File: src/rtl/core/uns_pkg.sv
package uns_pkg;

  localparam int NAME_BYTES = 12;
  localparam int KEPT_DEPTH = NAME_BYTES + 1;

  localparam logic [7:0]  ASCII_END   = 8'h80;
  localparam logic [7:0]  LEAD2_MIN   = 8'hc2;
  localparam logic [7:0]  LEAD2_MAX   = 8'hdf;
  localparam logic [7:0]  LEAD3_MIN   = 8'he0;
  localparam logic [7:0]  LEAD3_MAX   = 8'hef;
  localparam logic [7:0]  LEAD4_MIN   = 8'hf0;
  localparam logic [7:0]  LEAD4_MAX   = 8'hf4;
  localparam logic [1:0]  CONT_TAG    = 2'b10;

  localparam logic [20:0] MIN_CODE2   = 21'h80;
  localparam logic [20:0] MIN_CODE3   = 21'h800;
  localparam logic [20:0] MIN_CODE4   = 21'h10000;
  localparam logic [20:0] MAX_CODE    = 21'h10ffff;
  localparam logic [20:0] SURR_LO     = 21'hd800;
  localparam logic [20:0] SURR_HI     = 21'hdfff;
  localparam logic [20:0] CODE_SPACE  = 21'h20;

  typedef struct packed {
    logic [7:0] data_byte;
    logic       has_byte;
    logic       last;
  } uns_item_t;

  typedef struct packed {
    logic        accepted;
    logic [3:0]  name_length;
    logic [63:0] name_low;
    logic [31:0] name_high;
  } uns_verdict_t;

  function automatic logic dropped_code(input logic [20:0] c);
    return (c < 21'h20) || (c inside {21'h7f, 21'h3c, 21'h3e, 21'h26, 21'h22, 21'h27});
  endfunction

  function automatic logic allowed_code(input logic [20:0] c);
    return (c inside {[21'h30:21'h39], [21'h41:21'h5a], [21'h61:21'h7a], 21'h5f,
                      [21'h3400:21'h4dbf], [21'h4e00:21'h9fff], [21'hf900:21'hfaff]});
  endfunction

endpackage

File: src/rtl/core/utf8_name_sanitizer_top.sv
// Validates a user name streamed one byte per beat and closed by a beat with
// in_last set; that beat gives exactly one verdict beat with the trimmed name packed
// little-endian in out_name_low/out_name_high. It takes one byte every cycle unless
// in_stall is high: a beat is held in the input register, decoded and checked in a single
// stage, and a verdict is registered in the result register when its closing beat leaves
// the input register. in_stall rises only when a closing beat meets a full, stalled result
// register. cfg_ready is always high; write name_min_bytes only between names.
module utf8_name_sanitizer_top
  import uns_pkg::*;
(
  input  logic        clk,
  input  logic        rst_n,
  input  logic        in_valid,
  output logic        in_stall,
  input  logic [7:0]  in_data_byte,
  input  logic        in_has_byte,
  input  logic        in_last,
  output logic        out_valid,
  input  logic        out_stall,
  output logic        out_accepted,
  output logic [3:0]  out_name_length,
  output logic [63:0] out_name_low,
  output logic [31:0] out_name_high,
  input  logic        cfg_valid,
  output logic        cfg_ready,
  input  logic [3:0]  cfg_name_min_bytes
);

  logic         s1_valid_r;
  uns_item_t    s1_item_r;
  logic         out_valid_r;
  uns_verdict_t out_r;
  logic [3:0]   min_r;
  logic         advance;
  logic         in_take;
  uns_verdict_t verdict;

  assign advance  = s1_valid_r && (!s1_item_r.last || !out_valid_r || !out_stall);
  assign in_stall = s1_valid_r && !advance;
  assign in_take  = in_valid && !in_stall;
  assign cfg_ready = 1'b1;

  uns_name_core u_core (
    .clk       (clk),
    .rst_n     (rst_n),
    .go        (advance),
    .item      (s1_item_r),
    .min_bytes (min_r),
    .verdict   (verdict)
  );

  always_ff @(posedge clk) begin
    if (!rst_n) begin
      s1_valid_r <= 1'b0;
    end else if (in_take) begin
      s1_valid_r <= 1'b1;
    end else if (advance) begin
      s1_valid_r <= 1'b0;
    end
  end

  always_ff @(posedge clk) begin
    if (in_take) begin
      s1_item_r.data_byte <= in_data_byte;
      s1_item_r.has_byte  <= in_has_byte;
      s1_item_r.last      <= in_last;
    end
  end

  always_ff @(posedge clk) begin
    if (!rst_n) begin
      out_valid_r <= 1'b0;
    end else if (advance && s1_item_r.last) begin
      out_valid_r <= 1'b1;
    end else if (!out_stall) begin
      out_valid_r <= 1'b0;
    end
  end

  always_ff @(posedge clk) begin
    if (advance && s1_item_r.last) begin
      out_r <= verdict;
    end
  end

  always_ff @(posedge clk) begin
    if (!rst_n) begin
      min_r <= 4'd1;
    end else if (cfg_valid && cfg_ready) begin
      min_r <= cfg_name_min_bytes;
    end
  end

  assign out_valid       = out_valid_r;
  assign out_accepted    = out_r.accepted;
  assign out_name_length = out_r.name_length;
  assign out_name_low    = out_r.name_low;
  assign out_name_high   = out_r.name_high;

endmodule

File: src/rtl/core/uns_name_core.sv
module uns_name_core
  import uns_pkg::*;
(
  input  logic         clk,
  input  logic         rst_n,
  input  logic         go,
  input  uns_item_t    item,
  input  logic [3:0]   min_bytes,
  output uns_verdict_t verdict
);

  logic [1:0]  pend_r,  pend_nxt;
  logic [20:0] code_r,  code_nxt;
  logic [2:0]  seq_r,   seq_nxt;
  logic [3:0]  kept_r,  kept_nxt;
  logic [3:0]  store_r, store_nxt;
  logic [3:0]  trail_r, trail_nxt;
  logic        seen_r,  seen_nxt;
  logic        bad_r,   bad_nxt;
  logic        rej_r,   rej_nxt;
  logic [7:0]  buf_r   [NAME_BYTES];
  logic [7:0]  buf_nxt [NAME_BYTES];

  logic        take;
  logic        step_ok;
  logic [7:0]  b;
  logic [2:0]  seq_base;
  logic [4:0]  wr_idx;
  logic [20:0] c;
  logic        out_of_range;
  logic [4:0]  kept_sum;
  logic [3:0]  name_len;
  logic        ok;

  always_comb begin
    pend_nxt  = pend_r;
    code_nxt  = code_r;
    seq_nxt   = seq_r;
    kept_nxt  = kept_r;
    store_nxt = store_r;
    trail_nxt = trail_r;
    seen_nxt  = seen_r;
    bad_nxt   = bad_r;
    rej_nxt   = rej_r;
    for (int i = 0; i < NAME_BYTES; i++) begin
      buf_nxt[i] = buf_r[i];
    end
    b            = item.data_byte;
    take         = go && item.has_byte && !rej_r;
    step_ok      = 1'b0;
    seq_base     = (pend_r == 2'd0) ? 3'd0 : seq_r;
    wr_idx       = {1'b0, store_r} + {2'b00, seq_base};
    c            = 21'd0;
    out_of_range = 1'b0;
    kept_sum     = 5'd0;

    if (take) begin
      if (pend_r == 2'd0) begin
        if (b < ASCII_END) begin
          code_nxt = {13'd0, b};
          pend_nxt = 2'd0;
          step_ok  = 1'b1;
        end else if (b inside {[LEAD2_MIN:LEAD2_MAX]}) begin
          code_nxt = {16'd0, b[4:0]};
          pend_nxt = 2'd1;
          step_ok  = 1'b1;
        end else if (b inside {[LEAD3_MIN:LEAD3_MAX]}) begin
          code_nxt = {17'd0, b[3:0]};
          pend_nxt = 2'd2;
          step_ok  = 1'b1;
        end else if (b inside {[LEAD4_MIN:LEAD4_MAX]}) begin
          code_nxt = {18'd0, b[2:0]};
          pend_nxt = 2'd3;
          step_ok  = 1'b1;
        end else begin
          rej_nxt = 1'b1;
        end
      end else if (b[7:6] != CONT_TAG) begin
        rej_nxt  = 1'b1;
        pend_nxt = 2'd0;
      end else begin
        code_nxt = {code_r[14:0], b[5:0]};
        pend_nxt = pend_r - 2'd1;
        step_ok  = 1'b1;
      end
    end

    if (step_ok) begin
      for (int i = 0; i < NAME_BYTES; i++) begin
        if (wr_idx == 5'(i)) begin
          buf_nxt[i] = b;
        end
      end
      seq_nxt = seq_base + 3'd1;
      if (pend_nxt == 2'd0) begin
        c = code_nxt;
        out_of_range = ((seq_nxt == 3'd2) && (c < MIN_CODE2)) ||
                       ((seq_nxt == 3'd3) && (c < MIN_CODE3)) ||
                       ((seq_nxt == 3'd4) && (c < MIN_CODE4)) ||
                       (c > MAX_CODE) || ((c >= SURR_LO) && (c <= SURR_HI));
        kept_sum = {1'b0, kept_r} + {2'b00, seq_nxt};
        seq_nxt  = 3'd0;
        code_nxt = 21'd0;
        if (out_of_range) begin
          rej_nxt = 1'b1;
        end else if (!dropped_code(c)) begin
          if (kept_sum > 5'(KEPT_DEPTH)) begin
            rej_nxt = 1'b1;
          end else begin
            kept_nxt = kept_sum[3:0];
            if (c == CODE_SPACE) begin
              if (seen_r) begin
                store_nxt = store_r + 4'd1;
                trail_nxt = trail_r + 4'd1;
              end
            end else begin
              if (!allowed_code(c) || (seen_r && (trail_r != 4'd0))) begin
                bad_nxt = 1'b1;
              end
              seen_nxt  = 1'b1;
              trail_nxt = 4'd0;
              store_nxt = store_r + {1'b0, seq_base + 3'd1};
            end
          end
        end
      end
    end

    name_len = store_nxt - trail_nxt;
    ok = !rej_nxt && (pend_nxt == 2'd0) && !bad_nxt && (name_len >= min_bytes) &&
         (name_len <= 4'(NAME_BYTES));
    verdict.accepted    = ok;
    verdict.name_length = ok ? name_len : 4'd0;
    verdict.name_low    = '0;
    verdict.name_high   = '0;
    for (int i = 0; i < 8; i++) begin
      if (ok && (4'(i) < name_len)) begin
        verdict.name_low[8*i +: 8] = buf_nxt[i];
      end
    end
    for (int i = 8; i < NAME_BYTES; i++) begin
      if (ok && (4'(i) < name_len)) begin
        verdict.name_high[8*(i-8) +: 8] = buf_nxt[i];
      end
    end
  end

  always_ff @(posedge clk) begin
    if (!rst_n || (go && item.last)) begin
      pend_r  <= '0;
      code_r  <= '0;
      seq_r   <= '0;
      kept_r  <= '0;
      store_r <= '0;
      trail_r <= '0;
      seen_r  <= 1'b0;
      bad_r   <= 1'b0;
      rej_r   <= 1'b0;
    end else if (go) begin
      pend_r  <= pend_nxt;
      code_r  <= code_nxt;
      seq_r   <= seq_nxt;
      kept_r  <= kept_nxt;
      store_r <= store_nxt;
      trail_r <= trail_nxt;
      seen_r  <= seen_nxt;
      bad_r   <= bad_nxt;
      rej_r   <= rej_nxt;
    end
  end

  always_ff @(posedge clk) begin
    if (go) begin
      for (int i = 0; i < NAME_BYTES; i++) begin
        buf_r[i] <= buf_nxt[i];
      end
    end
  end

endmodule

File: config.mk
export PLATFORM = sky130hd
export DESIGN_NAME = utf8_name_sanitizer_top
export DESIGN_NICKNAME = d
export VERILOG_FILES = /design/src/rtl/core/uns_pkg.sv /design/src/rtl/core/utf8_name_sanitizer_top.sv /design/src/rtl/core/uns_name_core.sv
export SDC_FILE = /design/constraint.sdc
export NUM_CORES = 1
export LEC_CHECK = 0
export ABC_AREA = 0
export BUFFER_PORTS_ARGS = -buffer_cell sky130_fd_sc_hd__buf_2
export CAP_MARGIN = 30
export CORE_MARGIN = 2
export CORE_UTILIZATION = 54
export DETAILED_ROUTE_END_ITERATION = 8
export GPL_TIMING_DRIVEN = 0
export PLACE_DENSITY = 0.82
export REMOVE_ABC_BUFFERS = 1
export SLEW_MARGIN = 20
export SYNTH_ARGS = -nofsm -noshare
export SYNTH_HDL_FRONTEND = slang
export SYNTH_SLANG_ARGS = --single-unit
File: constraint.sdc
create_clock -name clk -period 6.9 [get_ports clk]
set_input_delay 1.035 -clock clk [delete_from_list [all_inputs] [get_ports clk]]
set_output_delay 1.035 -clock clk [all_outputs]
set_load 0.05 [all_outputs]
==> results by group <==
Worst setup path
  • Arrival time at the worst endpoint: 7.05 ns
  • WS Path Type: reg2reg
  • Data required, critical path: 7.26 ns
  • Launching element type of the critical path: register
  • Worst path most repeated cell: sky130_fd_sc_hd__buf_6
  • Slowest-stage cell, CP: sky130_fd_sc_hd__fa_1
  • Depth of the most critical reg-to-reg path: 35
  • Timing startpoint of the critical path: u_core.pend_r[0]
  • Worst r2r dst: out_name_high[0]
  • Reg2Reg Launch Point: u_core.pend_r[0]
  • Critical Path Sink Type: register
  • Worst Path Max Fanout: 18
  • Termination of the worst setup path: out_name_high[0]
  • Largest stage delay, worst path: 0.60 ns
  • Flop-to-flop setup slack: 0.21 ns

Floorplan
  • Core area: 22,640 um2
  • Die area: 24,250 um2
  • Die Wd: 155.7 um
  • Top Ports: 123
  • Floorplan row count: 55
  • Starting utilization of the core area: 54.90%
  • Die boundary height: 155.7 um

Power
  • Register share of total power: 48.6%
  • Standby leakage power: 5.485 nW
  • Clock network fraction of total power: 40.2%
  • Power spent charging and discharging nets: 899.9 uW
  • Design internal power: 2.668 mW
  • Logic gate share of total power: 11.3%
  • Switching portion of total power: 25.22%
  • IR drop worst, VDD: 0.0002733 V
  • Power density over cell area: 239.5 nW/um2

Synth
  • Proportion of register bits with asynchronous set or reset after synthesis: 0%
  • Simple-Gate Fraction of Synth Area: 13.18%
  • Synth Area in Compound Gates: 13.33%
  • Cell type contributing the most total cell area after synthesis: sky130_fd_sc_hd__edfxtp_1
  • Post-synth top area share: 50.01%
  • Prevailing post-synth register cell: sky130_fd_sc_hd__edfxtp_1
  • Mux cell area share after synthesis: 9.462%
  • Post-synth EDFFs: 207
  • Post-synthesis register bit count: 254
  • Synth area leaders: sky130_fd_sc_hd__edfxtp_1, sky130_fd_sc_hd__mux2_2, sky130_fd_sc_hd__dfxtp_1, sky130_fd_sc_hd__nor2_1, sky130_fd_sc_hd__nand2_1
  • Number of warning messages in the yosys log: 0
  • Syn Std Cell Area: 12,430 um2
  • Post-synthesis xor/xnor area fraction: 0.4933%
  • Post-synthesis share of cell area spent on full adders, half adders and majority gates: 2.960%
  • Mapped Cells: 1,024
  • Synth Area per Inst: 12.14 um2
  • Main combinational cell family by area after synthesis: compound AO/OA/AOI/OAI gates
  • Synth cell types: 89
  • Share of the yosys chip area belonging to registers: 57.58%

Clock network
  • Clock sinks: 254
  • CTS clk-pin slew, worst paths: 0.06 ns
  • Clock latency at the later pin of the worst-skew pair: 0.54 ns
  • CTS tree: done
  • Hold-fix buffers, CTS: 0
  • H-Tree Level Count: 1
  • Max Root-Sink Buffers: 3
  • Total CTS buffers: 26
  • Root Buffer Master: sky130_fd_sc_hd__clkbuf_16

Routing
  • Avg Vias per Cell: 6.270
  • Post-route DRC violation count: 0
  • WL final: 32,470 um
  • Routed wirelength normalized by instance count: 21.81 um
  • Via count: 9,336
  • Routed Antenna Nets: 0
  • Drt first-iter violations: 1,026
  • Pre-antenna DRT Iters: 8

Timing
  • Number of hold violations in the final report: 0
  • Portion of the clock cycle consumed by the worst path in the final layout: 96.92%
  • Post-layout min period: 6.687 ns
  • Remaining max-slew budget at the tightest pin: 38.06%
  • Number of pins exceeding their max-slew limit in the final report: 0
  • Worst Tran Pin Value: 0.9250 ns
  • Clk_skew: 0.02142 ns
  • Final TNS setup: 0 ns
  • Crit path setup slack, layout: 0.2129 ns
  • Max Fclk: 149.5 MHz
  • Count of final setup violators: 0

Run status
  • Run status: complete, no violations

Global routing
  • Overall overflow remaining after global route: 0
  • First-pass GRT wire length: 48,460 um
  • Via count of the first global-routing pass: 8,748
  • Number of antenna violations at the first check in global routing: 0
  • Tot GR Track Use: 25.64%
  • Largest net degree at the start of global routing: 76

Finish
  • Filler-free cell count of the finished design: 1,489
  • Leading cell type in the layout, fill and taps excluded: sky130_fd_sc_hd__edfxtp_1
  • Total Nets Final: 1,230
  • Ant. Diodes: 0
  • P&R area growth vs syn: 19.82%
  • Commonest non-fill, non-tap cells in the layout: sky130_fd_sc_hd__edfxtp_1, sky130_fd_sc_hd__buf_2, sky130_fd_sc_hd__mux2_2
  • Layout cells sized above 1: 33.14%
  • Filler cells: 1,566

Place
  • Worst slack at placement: -1.477 ns
  • Placed insts: 1,389
  • Gp weighted congestion: 0.9125
  • Port Buffers: 121
  • Estimated wirelength of the detail-placed design: 20,010 um

Min path
  • HP Class: reg2reg

Flow run
  • Number of maximum-capacitance violations: 0
-- state kept, by name (all words and copies together) (netlist names), 2 cells and up --
signal	flops
u_core.trail_r	4
u_core.seq_r	3
u_core.pend_r	2
min_r	4
u_core.code_r	21
u_core.store_r	4
u_core.kept_r	4
out_name_low	64
out_name_length	4
out_name_high	32
u_core.buf_r	96
s1_item_r	10
-- metrics by stage --
stage / power [mW] / util (%) / hold WS, ns / cell area, um2
floorplan: 2.000 / - / 0.4362 / 12180
global placement: 2.094 / 58.03 / 0.4468 / 13140
detailed placement: 2.116 / 58.99 / 0.4534 / 13360
CTS: 3.553 / 64.48 / 0.4603 / 14600
global route: 3.659 / 65.78 / 0.5102 / 14890
finish: 3.568 / 65.78 / 0.4986 / 14890
-- kinds of logic (layout without fill, tap and decap cells) --
family	after synthesis	count (layout)
AO/OA/AOI/OAI	228	228
XOR/XNOR	7	7
adder cells (fa/ha/maj)	27	27
buffers and inverters	84	264
flip-flops	254	254
multiplexers	105	105
other	1	1
AND/OR/NAND/NOR	318	318
-- final cells by class --
cell class                 instances  area (um2)  share of cell area [%]
timing repair buffer             185        1206                   8.099
multi-input combinational        686        5177                   34.76
clock buffer                      29       683.2                   4.587
clock inverter                    19       187.7                   1.260
sequential                       254        7157                   48.06
inverter                          31       125.1                  0.8401
tap                              285       356.6                   2.394
-- power groups by stage --
| stage | logic [mW] | registers (mW) | clock network [mW] |
|---|---|---|---|
| 3_5_place_dp | 0.338 | 1.78 | 0 |
| 3_3_place_gp | 0.309 | 1.79 | 0 |
| 4_1_cts | 0.378 | 1.73 | 1.44 |
| 5_1_grt | 0.425 | 1.74 | 1.50 |
| 2_1_floorplan | 0.174 | 1.83 | 0 |
| 6_report | 0.402 | 1.73 | 1.43 |
-- cell usage after synthesis (10+ instances only) --
master,n
sky130_fd_sc_hd__nor3_1,22
sky130_fd_sc_hd__nand2_1,89
sky130_fd_sc_hd__dfxtp_1,47
sky130_fd_sc_hd__o21ai_0,18
sky130_fd_sc_hd__inv_1,30
sky130_fd_sc_hd__buf_2,19
sky130_fd_sc_hd__nor2b_1,20
sky130_fd_sc_hd__a21boi_1,25
sky130_fd_sc_hd__mux2_2,96
sky130_fd_sc_hd__edfxtp_1,207
sky130_fd_sc_hd__a21oi_1,58
sky130_fd_sc_hd__nor2_1,90
sky130_fd_sc_hd__o22ai_1,10
sky130_fd_sc_hd__clkbuf_1,28
sky130_fd_sc_hd__nor3b_1,15
sky130_fd_sc_hd__ha_1,23
sky130_fd_sc_hd__nand3_1,13
-- worst min-delay path by stage --
stage / from / end / slack, ns / depth (start not counted)
after floorplan: u_core.kept_r[2] / u_core.kept_r[2] / 0.44 / 2
after global placement: u_core.kept_r[2] / u_core.kept_r[2] / 0.45 / 2
after detailed placement: u_core.kept_r[2] / u_core.kept_r[2] / 0.45 / 2
final: u_core.kept_r[2] / u_core.kept_r[2] / 0.50 / 2
after global routing: u_core.seq_r[2] / u_core.seq_r[2] / 0.51 / 2
after CTS: u_core.kept_r[2] / u_core.kept_r[2] / 0.46 / 2
-- routing by layer --
| layer | global-route usage (%) | wire length, um | part of all wire [%] | up-vias |
|---|---|---|---|---|
| met1 | 34.53 | 13150 | 40 | 4559 |
| met4 | 7.689 | 912 | 2.8 | 0 |
| met2 | 42.63 | 15660 | 48 | 529 |
| met3 | 4.806 | 2754 | 8.5 | 83 |
| met5 | 0 | 0 | 0 | - |
| li1 | - | - | - | 4165 |
-- worst max-delay path, delay by kind of cell (launching register included) --
kind / cells / cell delay, ns
DFF: 1 / 0.35
and+or+nand+nor: 7 / 0.95
buffers and inverters: 11 / 1.47
AOI/OAI and AO/OA: 9 / 1.56
muxes: 1 / 0.10
adders and majority gates: 7 / 2.06
-- repair_timing --
item	in CTS	in global routing
buffers inserted	33	18
gates resized for setup	23	30
setup endpoints to repair	101	71
hold endpoints to repair	0	0
pin swaps	5	10
No activity file was read; power rests on OpenSTA's default activity.
